[config.mk]
export PLATFORM = sky130hd
export DESIGN_NAME = pls_mul
export DESIGN_NICKNAME = d
export VERILOG_FILES = /design/src/rtl/pls_pkg.sv /design/src/rtl/pls_mul.sv
export SDC_FILE = /design/constraint.sdc
export NUM_CORES = 1
export LEC_CHECK = 0
export BUFFER_PORTS_ARGS = -buffer_cell sky130_fd_sc_hd__buf_2
export CORE_ASPECT_RATIO = 0.75
export CORE_UTILIZATION = 63
export CTS_BUF_LIST = sky130_fd_sc_hd__clkbuf_4 sky130_fd_sc_hd__clkbuf_8 sky130_fd_sc_hd__clkbuf_16
export DETAILED_ROUTE_END_ITERATION = 10
export GPL_ROUTABILITY_DRIVEN = 0
export PLACE_DENSITY_LB_ADDON = 0.25
export SLEW_MARGIN = 20
export SYNTH_ARGS = -nofsm -noshare
export SYNTH_HDL_FRONTEND = slang
export SYNTH_SLANG_ARGS = --single-unit
export TNS_END_PERCENT = 5
[constraint.sdc]
create_clock -name clk -period 10.7 [get_ports clk]
set_clock_uncertainty 0.15 [all_clocks]
set_input_delay 0 -clock clk [delete_from_list [all_inputs] [get_ports clk]]
set_output_delay 0 -clock clk [all_outputs]
set_load 0.01 [all_outputs]
[src/rtl/pls_pkg.sv]
// Shared types, codes and constants of the parabolic line search block.
// Used by the shared multiplier, the shared divider and the top level.
`default_nettype none

package pls_pkg;

  // One request on the input channel.
  typedef struct packed {
    logic              operation;
    logic signed [31:0] start_point;
    logic signed [31:0] func_value;
  } in_req_t;

  // One request on the result channel.
  typedef struct packed {
    logic [1:0]         kind;
    logic signed [31:0] point;
    logic signed [31:0] value;
  } out_req_t;

  // Input operations.
  localparam logic OP_START = 1'b0;
  localparam logic OP_VALUE = 1'b1;

  // Result kinds.
  localparam logic [1:0] KIND_EVAL = 2'd0;
  localparam logic [1:0] KIND_DONE = 2'd1;
  localparam logic [1:0] KIND_FAIL = 2'd2;

  // Configuration register indexes.
  localparam int CFG_IDX_W = 3;
  localparam logic [CFG_IDX_W-1:0] CFG_RANGE_LOW  = 3'd0;
  localparam logic [CFG_IDX_W-1:0] CFG_RANGE_HIGH = 3'd1;
  localparam logic [CFG_IDX_W-1:0] CFG_BASE_STEP  = 3'd2;
  localparam logic [CFG_IDX_W-1:0] CFG_TOLERANCE  = 3'd3;
  localparam logic [CFG_IDX_W-1:0] CFG_SEEK_MIN   = 3'd4;

  // Reset values of the configuration registers.
  localparam logic signed [31:0] RANGE_LOW_RST  = 32'sh8000_0000;
  localparam logic signed [31:0] RANGE_HIGH_RST = 32'sh7FFF_FFFF;
  localparam logic [30:0]        BASE_STEP_RST  = 31'd65536;
  localparam logic [30:0]        TOLERANCE_RST  = 31'd66;

  // Fixed-point constants: one in Q16.16 and exact reciprocals for
  // 32-bit operands (x/10 = x*RECIP10 >> 35, x/3 = x*RECIP3 >> 33).
  localparam logic [31:0] ONE_Q16 = 32'h0001_0000;
  localparam logic [31:0] RECIP10 = 32'hCCCC_CCCD;
  localparam logic [31:0] RECIP3  = 32'hAAAA_AAAB;

  // Operand widths of the shared arithmetic units.
  localparam int MUL_A_W = 66;
  localparam int MUL_B_W = 33;
  localparam int DIV_N_W = 97;
  localparam int DIV_D_W = 66;
  localparam int DIV_Q_W = 42;

endpackage

`default_nettype wire

[src/rtl/pls_mul.sv]
// Shared shift-and-add multiplier, one multiplier bit per cycle.
// Its default widths come from pls_pkg; the top level sets them.
`default_nettype none

module pls_mul #(
  parameter int A_W = pls_pkg::MUL_A_W,
  parameter int B_W = pls_pkg::MUL_B_W
) (
  input  logic               clk,
  input  logic               rst_n,
  input  logic               go,
  input  logic [A_W-1:0]     a,
  input  logic [B_W-1:0]     b,
  output logic               done,
  output logic [A_W+B_W-1:0] product
);

  localparam int P_W = A_W + B_W;

  logic           busy_r;
  logic           done_r;
  logic [P_W-1:0] a_r;
  logic [B_W-1:0] b_r;
  logic [P_W-1:0] acc_r;

  // Control: busy until the remaining multiplier bits are all zero.
  always_ff @(posedge clk) begin
    if (!rst_n) begin
      busy_r <= 1'b0;
      done_r <= 1'b0;
    end else begin
      done_r <= 1'b0;
      if (go) begin
        busy_r <= 1'b1;
      end else if (busy_r && (b_r == '0)) begin
        busy_r <= 1'b0;
        done_r <= 1'b1;
      end
    end
  end

  // Datapath: add the shifted multiplicand for each set multiplier bit.
  always_ff @(posedge clk) begin
    if (go) begin
      a_r   <= P_W'(a);
      b_r   <= b;
      acc_r <= '0;
    end else if (busy_r && (b_r != '0)) begin
      if (b_r[0]) begin
        acc_r <= acc_r + a_r;
      end
      a_r <= a_r << 1;
      b_r <= b_r >> 1;
    end
  end

  assign done    = done_r;
  assign product = acc_r;

  // A new operation is only launched when the unit is free.
  a_go_idle: assert property (@(posedge clk) disable iff (!rst_n) go |-> !busy_r)
    else $error("multiplier launched while busy");
  a_done_free: assert property (@(posedge clk) disable iff (!rst_n) done_r |-> !busy_r)
    else $error("multiplier done while still busy");
  a_done_pulse: assert property (@(posedge clk) disable iff (!rst_n) done_r |=> !done_r)
    else $error("multiplier done lasted more than one cycle");

endmodule

`default_nettype wire

==> summary.md <==
Clocking
- Max Root-Sink Buffers: 3
- total clock buffers created by CTS: 24
- clock tree from TritonCTS: built
- clock transition at the registers of the reported paths: 0.06 ns
- cts repair resizes: 0
- Clock Sinks: 233
- H-tree levels: 1
- setup fix buffers added after clock tree synthesis: 0
- cell chosen for the clock root: sky130_fd_sc_hd__clkbuf_16
- Clk Latency, worst-skew pair: 0.54 ns

Critical path
- WP data required: 10.94 ns
- cell type of the slowest stage on the worst timing path: sky130_fd_sc_hd__buf_4
- cells traversed along the worst timing path: nor4_1 > nand4_1 > nor3_1 > nand2b_1 > buf_4 > inv_2 > nand2_4 > buf_4 > nor2_1 > a21oi_1 > nor2_1
- dominant delay contributor by cell family on the critical path: simple AND/OR/NAND/NOR gates
- critical setup path kind: flop to flop
- type of origin of the critical path: flop
- worst stage delay on the critical path: 0.63 ns
- WP data arrival: 4.42 ns
- critical path buffer and inverter count: 3
- sort of element at the end of the critical path: flop
- crit-path max FO: 55

Power and ir drop
- clock share of power: 33.4%
- net switching component of the power: 0.7435 mW
- fraction of power spent switching nets: 30.75%
- Leakage Power: 7.230 nW
- Cell Int Power: 1.675 mW
- Pwr per Cell Area: 137.2 nW/um^2
- Seq pwr share: 43.6%
- Total Power Consumption: 2.418 mW
- maximum vdd ir drop: 157.1 uV
- power share of the combinational group: 23.0%

Timing
- Rel. slew slack: 33.89%
- Min Clock Period, post-route: 4.173 ns
- Slew @ Worst Pin: 0.9906 ns
- Hold Vio Cnt, Final: 0
- final-report max-slew violation count: 0
- final setup slack of the worst path: 6.527 ns
- unrepaired setup endpoints after global routing: no
- setup-violating endpoint count in the final report: 0
- Final Cycle Share: 39.00%
- Total Neg Setup Slack: 0 ns
- maximum clock frequency: 239.7 MHz

Logic synthesis
- Seq/Total Area, Yosys: 38.23%
- post-synth net total: 1,920
- leading register cell type out of synthesis: sky130_fd_sc_hd__dfxtp_1
- post-synthesis average cell area: 8.606 um^2
- post-synthesis instance total: 1,719
- Async S/R FF share, synth: 0%
- number of library cell types mapped by synthesis: 72
- synthesis warning total: 0
- number of flops mapped to enable cells by yosys: 99
- Netlist Area Pre-Place: 14,790 um^2
- number of synthesized register bits: 233

Job
- max cap viols: 0

Layout
- net total in the final layout: 2,159
- area of all sequential standard cells: 5655 um^2
- Finished Core Util: 76.64%
- final std cell area, no fill: 17,630 um^2
- Fillers: 1,649
- area growth from synthesis to final layout: 19.17%
- multi-input combinational cell area: 8683 um^2
- fraction of layout instances using a drive strength above 1: 18.62%

Detailed routing
- total wire length: 43,600 um
- DRT antenna net count: 0
- total number of vias: 14,480
- count of unresolved DRC violations after routing: 0
- number of design-rule violations left by the first detailed-router iteration: 1,676
- Avg Vias per Cell: 6.355
- average wire length per cell after detail routing: 19.13 um
- first-pass detailed-route iteration total: 7

Floorplanning
- vertical die dimension: 134.7 um
- num ports: 202
- DIE AREA: 24,100 um^2
- core area: 23,000 um^2
- effective utilization at floorplan: 64.31%
- number of placement rows: 48
- die width: 178.9 um

Placement
- total of buffers placed on input and output ports: 201
- post-DP HPWL: 29,540 um
- post-place instance area: 15,870 um^2
- worst-case setup slack after placement: 6.740 ns

Global route
- vias in the first global route: 13,360
- remaining global-route overflow: 0
- maximum number of pins on one net before global-route repair: 100
- total routing resource utilization after global routing: 35.61%
- antenna violations before repair: 3
- wire length of the first global-routing pass: 69,000 um

Status
- status: finished clean

Min path
- class of the worst hold path: input port to flop

[metal layers]
| layer | share of wire, % | global-route usage (%) | up-vias | routed length, um |
|---|---|---|---|---|
| met1 | 43 | 52.03 | 6768 | 18950 |
| met3 | 11 | 7.658 | 110 | 4793 |
| met5 | 0.030 | 0 | - | 13 |
| met4 | 3.1 | 10.83 | 2 | 1355 |
| li1 | - | - | 6700 | - |
| met2 | 42 | 52.36 | 904 | 18490 |
[flip-flops by register name, indices dropped and copies added, names as in the netlist]
| register | cells |
|---|---|
| b_r | 33 |
| done | 1 |
| busy_r | 1 |
| a_r | 99 |
| product | 99 |
[worst paths after layout]
kind	start	end	slack, ns	depth (start not counted)
worst max-delay path	b_r[29]	product[31]	6.53	11
worst min-delay path	rst_n	busy_r	0.08	3
worst max register to register	b_r[29]	product[31]	6.53	11
worst min register to register	product[74]	product[74]	0.32	2
[area by class of cell]
type | count | share of cell area (%)
inverters | 26 | 0.5536
clock inverters | 9 | 0.2981
flip-flops and latches | 233 | 32.08
multi-input cells | 1365 | 49.25
well taps | 300 | 2.129
diodes | 3 | 0.04258
clock buffers | 35 | 3.911
repair buffers | 308 | 11.73
[worst register-to-register path: stages, from the launching register on]
cell	delay, ns
sky130_fd_sc_hd__edfxtp_1	0.43
sky130_fd_sc_hd__nor4_1	0.44
sky130_fd_sc_hd__nand4_1	0.16
sky130_fd_sc_hd__nor3_1	0.27
sky130_fd_sc_hd__nand2b_1	0.14
sky130_fd_sc_hd__buf_4	0.37
sky130_fd_sc_hd__inv_2	0.39
sky130_fd_sc_hd__nand2_4	0.58
sky130_fd_sc_hd__buf_4	0.69
sky130_fd_sc_hd__nor2_1	0.15
sky130_fd_sc_hd__a21oi_1	0.20
sky130_fd_sc_hd__nor2_1	0.07
[per-stage QoR]
stage,hold WS (ns),std cells
2_1_floorplan,-0.02829,1719
3_3_place_gp,0.06576,2131
3_5_place_dp,0.07546,2131
4_1_cts,0.07031,2276
5_1_grt,0.09609,2278
6_report,0.08363,2279
[power groups by stage]
stage | Clock (mW) | Sequential (mW) | Combinational, mW
floorplan | 0 | 1.06 | 0.366
global placement | 0 | 1.07 | 0.491
detailed placement | 0 | 1.07 | 0.503
CTS | 0.812 | 1.05 | 0.536
global route | 0.842 | 1.06 | 0.603
finish | 0.807 | 1.05 | 0.557
[synth_stat cells (6+ instances only)]
cell	n	area share, %
sky130_fd_sc_hd__ha_1	98	8.3
sky130_fd_sc_hd__nand4_1	48	2.0
sky130_fd_sc_hd__o21ai_0	77	2.6
sky130_fd_sc_hd__clkbuf_1	82	2.1
sky130_fd_sc_hd__and2_1	8	0.34
sky130_fd_sc_hd__mux2_2	96	7.3
sky130_fd_sc_hd__o21ai_1	17	0.58
sky130_fd_sc_hd__nor3_1	23	0.78
sky130_fd_sc_hd__nor2_1	88	2.2
sky130_fd_sc_hd__inv_1	25	0.63
sky130_fd_sc_hd__buf_2	10	0.34
sky130_fd_sc_hd__xor2_1	38	2.2
sky130_fd_sc_hd__dfxtp_1	134	18
sky130_fd_sc_hd__nor4_1	11	0.47
sky130_fd_sc_hd__nand2_1	329	8.3
sky130_fd_sc_hd__nand3_1	25	0.85
sky130_fd_sc_hd__a31oi_1	13	0.55
sky130_fd_sc_hd__o21bai_1	26	1.3
sky130_fd_sc_hd__a21oi_1	261	8.8
sky130_fd_sc_hd__and3_1	9	0.38
sky130_fd_sc_hd__or3_1	6	0.25
sky130_fd_sc_hd__xnor2_1	48	2.8
sky130_fd_sc_hd__a21o_1	35	1.8
sky130_fd_sc_hd__edfxtp_1	99	20
sky130_fd_sc_hd__nand2b_1	9	0.38
sky130_fd_sc_hd__o21a_1	19	0.96
[cells in the final DEF, fill, tap and decap left out, drive strengths merged, types with 25 or more instances in the layout]
master and instances:
ha 98, o21ai 94, nand2 331, clkbuf 35, xor2 38, nor2 88
inv 26, nand4 49, buf 207, a21oi 262, a21o 35, mux2 96
nand3 25, dfxtp 134, dlygate4sd3 101, edfxtp 99, xnor2 48, o21bai 26
[cells by family (layout without fill, tap and decap cells)]
family	after synthesis	in the layout	synth area share, %
AND/OR/NAND/NOR	577	577	17.19
AO/OA/AOI/OAI	505	505	20.44
flip-flops	233	233	38.23
buffers and inverters	121	378	3.180
adder cells (fa/ha/maj)	99	99	8.424
multiplexers	98	98	7.443
XOR/XNOR	86	86	5.092
other	0	3	0
[timing repair]
action / 4_1_cts / 5_1_grt
hold endpoints to repair: 158 / 0
hold buffers: 101 / 0
endpoints found under the setup margin: 0 / 0
Power figures use the tool's default switching activity.
