## src/rtl/pls_pkg.sv

```systemverilog
// Shared types, codes and constants of the parabolic line search block.
// Used by the shared multiplier, the shared divider and the top level.
`default_nettype none

package pls_pkg;

  // One request on the input channel.
  typedef struct packed {
    logic              operation;
    logic signed [31:0] start_point;
    logic signed [31:0] func_value;
  } in_req_t;

  // One request on the result channel.
  typedef struct packed {
    logic [1:0]         kind;
    logic signed [31:0] point;
    logic signed [31:0] value;
  } out_req_t;

  // Input operations.
  localparam logic OP_START = 1'b0;
  localparam logic OP_VALUE = 1'b1;

  // Result kinds.
  localparam logic [1:0] KIND_EVAL = 2'd0;
  localparam logic [1:0] KIND_DONE = 2'd1;
  localparam logic [1:0] KIND_FAIL = 2'd2;

  // Configuration register indexes.
  localparam int CFG_IDX_W = 3;
  localparam logic [CFG_IDX_W-1:0] CFG_RANGE_LOW  = 3'd0;
  localparam logic [CFG_IDX_W-1:0] CFG_RANGE_HIGH = 3'd1;
  localparam logic [CFG_IDX_W-1:0] CFG_BASE_STEP  = 3'd2;
  localparam logic [CFG_IDX_W-1:0] CFG_TOLERANCE  = 3'd3;
  localparam logic [CFG_IDX_W-1:0] CFG_SEEK_MIN   = 3'd4;

  // Reset values of the configuration registers.
  localparam logic signed [31:0] RANGE_LOW_RST  = 32'sh8000_0000;
  localparam logic signed [31:0] RANGE_HIGH_RST = 32'sh7FFF_FFFF;
  localparam logic [30:0]        BASE_STEP_RST  = 31'd65536;
  localparam logic [30:0]        TOLERANCE_RST  = 31'd66;

  // Fixed-point constants: one in Q16.16 and exact reciprocals for
  // 32-bit operands (x/10 = x*RECIP10 >> 35, x/3 = x*RECIP3 >> 33).
  localparam logic [31:0] ONE_Q16 = 32'h0001_0000;
  localparam logic [31:0] RECIP10 = 32'hCCCC_CCCD;
  localparam logic [31:0] RECIP3  = 32'hAAAA_AAAB;

  // Operand widths of the shared arithmetic units.
  localparam int MUL_A_W = 66;
  localparam int MUL_B_W = 33;
  localparam int DIV_N_W = 97;
  localparam int DIV_D_W = 66;
  localparam int DIV_Q_W = 42;

endpackage

`default_nettype wire

```

## src/rtl/pls_div.sv

```systemverilog
// Shared restoring divider, one quotient bit per cycle, clamping to the top bit
// when the quotient reaches it. Default widths come from pls_pkg, set at the top.
`default_nettype none

module pls_div #(
  parameter int N_W = pls_pkg::DIV_N_W,
  parameter int D_W = pls_pkg::DIV_D_W,
  parameter int Q_W = pls_pkg::DIV_Q_W
) (
  input  logic           clk,
  input  logic           rst_n,
  input  logic           go,
  input  logic [N_W-1:0] num,
  input  logic [D_W-1:0] den,
  output logic           done,
  output logic [Q_W-1:0] quot
);

  localparam int S_W = D_W + Q_W - 1;
  localparam int C_W = (S_W > N_W) ? S_W : N_W;
  localparam int I_W = (Q_W > 1) ? $clog2(Q_W) : 1;
  localparam logic [I_W-1:0] TOP_IDX = I_W'(Q_W - 1);

  logic           busy_r;
  logic           done_r;
  logic [N_W-1:0] rem_r;
  logic [S_W-1:0] dv_r;
  logic [Q_W-1:0] q_r;
  logic [I_W-1:0] idx_r;
  logic [C_W-1:0] rem_ext;
  logic [C_W-1:0] dv_ext;
  logic           ge;
  logic           last;

  assign rem_ext = C_W'(rem_r);
  assign dv_ext  = C_W'(dv_r);
  assign ge      = (rem_ext >= dv_ext);
  // A set top quotient bit clamps the quotient and ends the run; so does bit zero.
  assign last    = ((idx_r == TOP_IDX) && ge) || (idx_r == '0);

  // Control.
  always_ff @(posedge clk) begin
    if (!rst_n) begin
      busy_r <= 1'b0;
      done_r <= 1'b0;
    end else begin
      done_r <= 1'b0;
      if (go) begin
        busy_r <= 1'b1;
      end else if (busy_r && last) begin
        busy_r <= 1'b0;
        done_r <= 1'b1;
      end
    end
  end

  // Datapath: compare, subtract and shift the divisor down one place.
  always_ff @(posedge clk) begin
    if (go) begin
      rem_r <= num;
      dv_r  <= S_W'(den) << (Q_W - 1);
      q_r   <= '0;
      idx_r <= TOP_IDX;
    end else if (busy_r) begin
      if (ge) begin
        rem_r      <= N_W'(rem_ext - dv_ext);
        q_r[idx_r] <= 1'b1;
      end
      if (!last) begin
        dv_r  <= dv_r >> 1;
        idx_r <= idx_r - 1'b1;
      end
    end
  end

  assign done = done_r;
  assign quot = q_r;

  a_go_idle: assert property (@(posedge clk) disable iff (!rst_n) go |-> !busy_r)
    else $error("divider launched while busy");
  a_done_free: assert property (@(posedge clk) disable iff (!rst_n) done_r |-> !busy_r)
    else $error("divider done while still busy");
  a_done_pulse: assert property (@(posedge clk) disable iff (!rst_n) done_r |=> !done_r)
    else $error("divider done lasted more than one cycle");

endmodule

`default_nettype wire

```

## config.mk

```make
export PLATFORM = sky130hd
export DESIGN_NAME = pls_div
export DESIGN_NICKNAME = d
export VERILOG_FILES = /design/src/rtl/pls_pkg.sv /design/src/rtl/pls_div.sv
export SDC_FILE = /design/constraint.sdc
export NUM_CORES = 1
export LEC_CHECK = 0
export ABC_AREA = 1
export BUFFER_PORTS_ARGS = -buffer_cell sky130_fd_sc_hd__buf_2
export CAP_MARGIN = 20
export CELL_PAD_IN_SITES_DETAIL_PLACEMENT = 0
export CELL_PAD_IN_SITES_GLOBAL_PLACEMENT = 1
export CORE_MARGIN = 2
export CORE_UTILIZATION = 25
export DETAILED_ROUTE_END_ITERATION = 8
export PLACE_DENSITY = 0.63
export SLEW_MARGIN = 30
export SYNTH_ARGS = -nofsm -noshare
export SYNTH_HDL_FRONTEND = slang
export SYNTH_SLANG_ARGS = --single-unit
```

## constraint.sdc

```tcl
create_clock -name clk -period 12.1 [get_ports clk]
set_input_delay 3.63 -clock clk [delete_from_list [all_inputs] [get_ports clk]]
set_output_delay 3.63 -clock clk [all_outputs]
set_load 0.01 [all_outputs]
```

==> results of run 1 <==
## worst paths after layout
path | cells past startpoint | to | slack [ps] | from
max reg2reg | 14 | dv_ext[102]$_DFFE_PP_ | 7960 | dv_ext[10]$_SDFFE_PP0P_
min reg2reg | 2 | quot[16]$_SDFFE_PP0P_ | 450 | quot[16]$_SDFFE_PP0P_
min | 2 | quot[16]$_SDFFE_PP0P_ | 450 | quot[16]$_SDFFE_PP0P_
max | 5 | rem_r[38]$_DFFE_PP_ | 5970 | go
## routing by layer
layer,vias up,track usage [%]
li1,9299,-
met5,-,0
met2,408,31.5
met1,8464,25.2
met4,4,5.31
met3,85,2.42
## layout by cell type, fill, tap and decap left out, types with 9 or more instances in the layout
| master | synthesis | layout |
|---|---|---|
| inv_1 | 401 | 400 |
| o21bai_1 | 24 | 24 |
| nand3_1 | 125 | 125 |
| or2_2 | 25 | 25 |
| a21oi_1 | 229 | 229 |
| o21ai_0 | 134 | 134 |
| buf_2 | 3 | 207 |
| nor2_1 | 304 | 304 |
| o21ai_2 | 40 | 40 |
| a31oi_1 | 11 | 11 |
| nand4_1 | 26 | 26 |
| o21ai_1 | 69 | 69 |
| xor2_1 | 18 | 18 |
| edfxtp_1 | 163 | 163 |
| nor2_2 | 13 | 13 |
| inv_2 | 24 | 25 |
| clkbuf_16 | 0 | 35 |
| xnor2_1 | 10 | 10 |
| nor3_1 | 34 | 34 |
| a21o_1 | 10 | 10 |
| nor4_1 | 11 | 11 |
| dfxtp_1 | 91 | 91 |
| clkbuf_1 | 32 | 10 |
| nand3b_1 | 12 | 12 |
| ha_1 | 100 | 100 |
| nand2_1 | 754 | 753 |
| a21boi_0 | 9 | 9 |
## critical path: stages
cell      delay (ps)
clkbuf_8         380
inv_2            250
buf_4            790
nand2_4          660
buf_4            550
## power breakdown
part           switching, µW  internal, µW  leakage, µW  total [µW]
combinational            720           314      0.00625        1030
clock                    418           577     0.000529         995
sequential              30.4          1010      0.00239        1040
total                   1170          1900      0.00917        3070
## flip-flops by register name, indices dropped and copies added, names as in the netlist
name and cells:
busy_r 1, done 1, dv_ext 107, idx_r 6, quot 42, rem_r 97
## through the flow
step | setup WS [ps] | hold WS, ps | instance area, µm²
after global placement | 5300 | 437 | 20700
after detailed placement | 5230 | 440 | 20700
after global routing | 5710 | 464 | 21800
after CTS | 5810 | 449 | 21800
after floorplan | 5030 | 428 | 18600
final | 5970 | 446 | 21800
## kinds of logic (layout without fill, tap and decap cells)
logic type	Yosys count	in the layout
xor gates and xnor gates	28	28
AOI/OAI and AO/OA	543	543
and+or+nand+nor	1324	1324
adders and majority gates	101	101
DFF	254	254
buffers and inverters	480	703
## area by class of cell
class                   instances  share of cell area [%]
clock buffers                  48                    4.38
clock inverters                14                   0.551
inverters                     426                    7.34
multi-input cells            1996                    46.2
flip-flops and latches        254                    30.8
well taps                     969                    5.56
repair buffers                215                    5.15
==> metrics.md, run 1 <==
| Metric | Value |
|---|---|
| Worst Clk Skew | `roughly 23 ps` |
| I/O Buffers | `208` |
| Async set-or-reset flop fraction in the synthesized netlist | `0%` |
| Share of final-layout standard cells stronger than drive strength 1 | `about an eighth` |
| Actual slew at the worst max-slew pin | `a little under 1000 ps` |
| Core area | `between 0.07 and 0.08 mm²` |
| Detailed Route WL | `~73,000 µm` |
| Syn. warnings | `0` |
| Total grt overflow | `0` |
| I/O Pins | `209` |
| Combinational family with the most area after synthesis | `simple AND/OR/NAND/NOR gates` |
| Initial antenna violation count | `2` |
| Count leader, synth | `nand2_1` |
| Met2 WL | `roughly 34,000 µm` |
| Synth cell types | `44` |
| WL/cell | `18.6 µm` |
| Synth Area in Compound Gates | `approximately 16%` |
| Clk Latency, worst-skew pair | `560 ps` |
| Die area | `roughly 0.077 mm²` |
| Root Buffer | `clkbuf_16` |
| Maxcap violations | `0` |
| # Post-CTS Setup Buffers | `0` |
| DRT met1 WL | `around 34,000 µm` |
| Required time worst endpoint | `around 12,000 ps` |
| Mean Syn Cell Area | `roughly 6.8 µm²` |
| FMAX | `163 MHz` |
| Leak | `0.00917 µW` |
| Main area contributors after synthesis | `edfxtp_1, nand2_1, dfxtp_1` |
| Fin cells | `3,922` |
| Final Hold Viols | `0` |
| Area of the multi-input gates | `roughly 0.01 mm²` |
| CTS hold repair buffers | `0` |
| Pwr Density | `141 mW/mm²` |
| CP Launch Type | `primary input` |
| Worst relative slew slack | `about 34%` |
| TritonCTS Buffers | `34` |
| Setup TNS | `0 ps` |
| Post-Syn Area | `between 0.015 and 0.02 mm²` |
| Clock slew at reported path FFs | `~60 ps` |
| Die Ht | `~280 µm` |
| Residual DRC count | `0` |
| Mux share of post-synthesis cell area | `0%` |
| Yosys top cell by area | `edfxtp_1` |
| Min cycle time layout | `~6000 ps` |
| Total GRT Usage | `about a fifth` |
| Post-synth EDFFs | `approximately 160` |
| Seq/Total Area, Yosys | `36.0%` |
| Main synth FF type | `edfxtp_1` |
| Gp weighted congestion | `0.955` |
| Yosys reg bits | `254` |
| Number of DRC markers in iteration 0 | `about 1,400` |
| Outcome | `complete, no violations` |
| Post-route clock period utilization | `about half` |
| Post-synthesis simple-gate area fraction | `29.4%` |
| Area delta synth->final | `16.8%` |
| Pre-antenna DRT Iters | `7` |
| Vias | `around 18,000` |
| Initial Util | `about a quarter` |
| Final Slew Violations | `0` |
| Placed insts | `approximately 3,900` |
| XOR/XNOR Fraction of Synth Area | `1.32%` |
| Critical Path AT | `6360 ps` |
| Critical Path Fanout Max | `between 100 and 150` |
| Tot Pwr | `slightly above 3000 µW` |
| TritonCTS clock tree | `yes` |
| First-pass GRT wire length | `~110,000 µm` |
| Layout net count | `around 3,200` |
| Metal3 WL | `~3100 µm` |
| Area taken by flip-flops and latches | `about 0.0067 mm²` |
| # rows | `100` |
| Unrepaired setup endpoints after global routing | `no` |
| Via density | `approximately 4.7` |
| Hold WC Path Type | `flip-flop to flip-flop` |
| # resized after CTS | `0` |
| Antenna diodes | `0` |
| Post-detail-place hpwl | `approximately 60,000 µm` |
| Post-Syn Nets | `between 2,000 and 3,000` |
| List of most frequent post-synthesis cells | `nand2_1, inv_1, nor2_1` |
| Top Metal Used | `met5` |
| Vias in the first global route | `between 15,000 and 20,000` |
| Antenna Nets Post-Route | `0` |
| Peak VDD IR | `between 0.00007 and 0.00008 V` |
| Share of the synthesized area in the top cell type | `a little over a quarter` |
| Filler cells | `8,437` |
| Syn Inst Count | `about 2,700` |
| Largest net degree at the start of global routing | `around 110` |
| Bufs on Longest Clock Path | `3` |
| Layout Utilization | `between 20% and 30%` |
| Clock sink count | `~250` |
| Setup violators final | `0` |
| Post-Synth Adder-Cell Area | `under 10%` |
| H-tree depth | `2` |
| Die X | `~280 µm` |
| WS Path Type | `primary input to flip-flop` |
| CP endpoint kind | `flip-flop` |
(Power assumes the default switching activity.)
==> inputs of run 2 (changes only) <==
Clock period 12.1 ns to 5.7 ns, I/O delays scaled along.
==> metrics.md, run 2 (synthesis results as in run 1) <==
| Metric | Value |
|---|---|
| Detailed Route WL | `72,500 µm (-0.56%)` |
| HP Start | `quot[38]$_SDFFE_PP0P_` |
| Initial Util | `25.1% (unchanged)` |
| Via density | `4.65 (-0.23%)` |
| CP Launch Type | `flip-flop` |
| # resized after CTS | `0 (unchanged)` |
| Unrepaired setup endpoints after global routing | `no` |
| Pre-antenna DRT Iters | `6 (-1)` |
| FMAX | `between 200 and 300 MHz` |
| Share of final-layout standard cells stronger than drive strength 1 | `13.2% (+0.13 points)` |
| Hold WC Path Type | `flip-flop to flip-flop` |
| Antenna Nets Post-Route | `0 (unchanged)` |
| Worst Clk Skew | `30.7 ps (+7.56 ps)` |
| Die X | `277 µm (unchanged)` |
| Total grt overflow | `0 (unchanged)` |
| Gp weighted congestion | `0.958 (+0.27%)` |
| Commonest non-fill, non-tap cells in the layout | `nand2_1, inv_1, nor2_1, a21oi_1, buf_2` |
| Total GRT Usage | `18.5% (-0.27 points)` |
| # rows | `100 (unchanged)` |
| WHS Path Cells | `2 (unchanged)` |
| CTS hold repair buffers | `0 (unchanged)` |
| Most common cell after layout, fill and taps aside | `nand2_1` |
| Setup violators final | `0 (unchanged)` |
| Tot Pwr | `6660 µW (+120%)` |
| Final setup margin | `1890 ps (-4080 ps)` |
| R2r setup slk | `1890 ps (-6070 ps)` |
| Area delta synth->final | `17.4%` |
| Core area | `0.0742 mm² (unchanged)` |
| Required time worst endpoint | `6020 ps (-6310 ps)` |
| # Post-CTS Setup Buffers | `0 (unchanged)` |
| Final Hold Viols | `0 (unchanged)` |
| Post-detail-place hpwl | `59,200 µm (-0.98%)` |
| Clk Latency, worst-skew pair | `590 ps (+30 ps)` |
| WL/cell | `18.5 µm (-0.61%)` |
| Place WS | `1940 ps (-3290 ps)` |
| Leak | `0.00922 µW (+0.56%)` |
| Die Ht | `277 µm (unchanged)` |
| Bufs on Longest Clock Path | `3 (unchanged)` |
| Min cycle time layout | `around 3800 ps` |
| Clock sink count | `254 (unchanged)` |
| Terminus of the critical flop-to-flop path | `rem_r[56]$_DFFE_PP_` |
| H-tree depth | `2 (unchanged)` |
| Post-route clock period utilization | `66.8%` |
| Largest net degree at the start of global routing | `111 (+2.8%)` |
| TritonCTS clock tree | `yes` |
| Outcome | `complete, no violations` |
| Final Slew Violations | `0 (unchanged)` |
| Actual slew at the worst max-slew pin | `888 ps (-101 ps)` |
| Worst relative slew slack | `40.2% (+6.1 points)` |
| Layout net count | `3,195 (+0.031%)` |
| Number of DRC markers in iteration 0 | `1,299 (-4.6%)` |
| WS Path Type | `flip-flop to flip-flop` |
| Filler cells | `8,372 (-0.77%)` |
| Peak VDD IR | `0.000180 V (+140%)` |
| Clock slew at reported path FFs | `60 ps (about the same)` |
| Worst flop-to-flop path startpoint | `rem_r[0]$_DFFE_PP_` |
| Pwr Density | `304 mW/mm² (+120%)` |
| Initial antenna violation count | `0 (-2)` |
| Vias in the first global route | `18,300 (-0.65%)` |
| Die area | `0.0768 mm² (unchanged)` |
| Hold slack final | `446 ps (-0.0260 ps)` |
| First-pass GRT wire length | `109,000 µm (-0.97%)` |
| TritonCTS Buffers | `34 (unchanged)` |
| Root Buffer | `clkbuf_16` |
| WHS Endpoint | `quot[38]$_SDFFE_PP0P_` |
| Setup TNS | `0 ps (unchanged)` |
| Critical Path AT | `4130 ps (-2230 ps)` |
| Critical Path Fanout Max | `5 (-95%)` |
| Vias | `18,200 (-0.18%)` |
| Max reg flops | `107 (unchanged)` |
| Maxcap violations | `0 (unchanged)` |
| Residual DRC count | `0 (unchanged)` |
| CP endpoint kind | `flip-flop` |
| I/O Buffers | `208 (unchanged)` |
| FF-to-FF path depth | `11 (-3)` |
| I/O Pins | `209 (unchanged)` |
[run 2: changes by cell type in the layout (fill, tap and decap cells not counted)]
cell	delta
diode_2	+1
buf_12	+1
nand2_4	+1
clkinv_8	-1
clkbuf_16	-1
clkbuf_1	-3
clkinv_16	+3
nand2_8	-1
clkinvlp_4	-1
clkbuf_8	+5
inv_4	+2
clkinv_2	-4
[run 2: where the power goes]
| part | switching (µW) | internal (µW) | total, µW |
|---|---|---|---|
| Clock | 961 | 1280 | 2240 |
| Sequential | 63.1 | 2150 | 2210 |
| Combinational | 1540 | 668 | 2210 |
[run 2: final cells by class]
class / count / area (µm²) / area share (%)
inverter: 426 / 1600 / 7.30
clock inverter: 13 / 179 / 0.817
sequential: 254 / 6720 / 30.7
tap: 969 / 1210 / 5.54
clock buffer: 49 / 987 / 4.51
timing repair buffer: 216 / 1140 / 5.22
antenna: 1 / 2.50 / 0.0114
multi-input combinational: 1996 / 10100 / 45.9
[run 2: layer usage]
layer  part of all wire, %  up-vias  GRT usage (%)  wire length, µm
li1                      -     9291              -                -
met1                    47     8443           25.3            34300
met2                    46      401           30.9            33500
met3                   4.0       93           2.23             2910
met4                   2.5        0           4.70             1810
met5                     0        -              0                0
[run 2: critical path, stage by stage (launching register included)]
cell      delay (ps)
edfxtp_1         310
inv_1             40
ha_1             220
fa_1             430
o21ai_2          380
a21oi_1          160
o21ai_0          690
a21oi_1          240
o21ai_0          760
xor2_1           130
nand2_1          120
nand2_1           60
[run 2: stage by stage]
stage,area (µm²),utilization [%],std cells
final,21900,29.5,3924
after global routing,21900,29.5,3923
after CTS,21900,29.5,3923
after detailed placement,20700,27.9,3861
after global placement,20700,27.9,3860
after floorplan,18600,-,2730
[run 2: how the worst max path moves through the flow]
stage	start	to	slack, ps
floorplan	go	rem_r[0]$_DFFE_PP_	550
global placement	go	dv_ext[103]$_DFFE_PP_	1740
detailed placement	go	rem_r[11]$_DFFE_PP_	1940
CTS	rem_r[0]$_DFFE_PP_	rem_r[90]$_DFFE_PP_	2030
global route	rem_r[48]$_DFFE_PP_	dv_ext[41]$_DFFE_PP_	1820
finish	rem_r[0]$_DFFE_PP_	rem_r[56]$_DFFE_PP_	1890
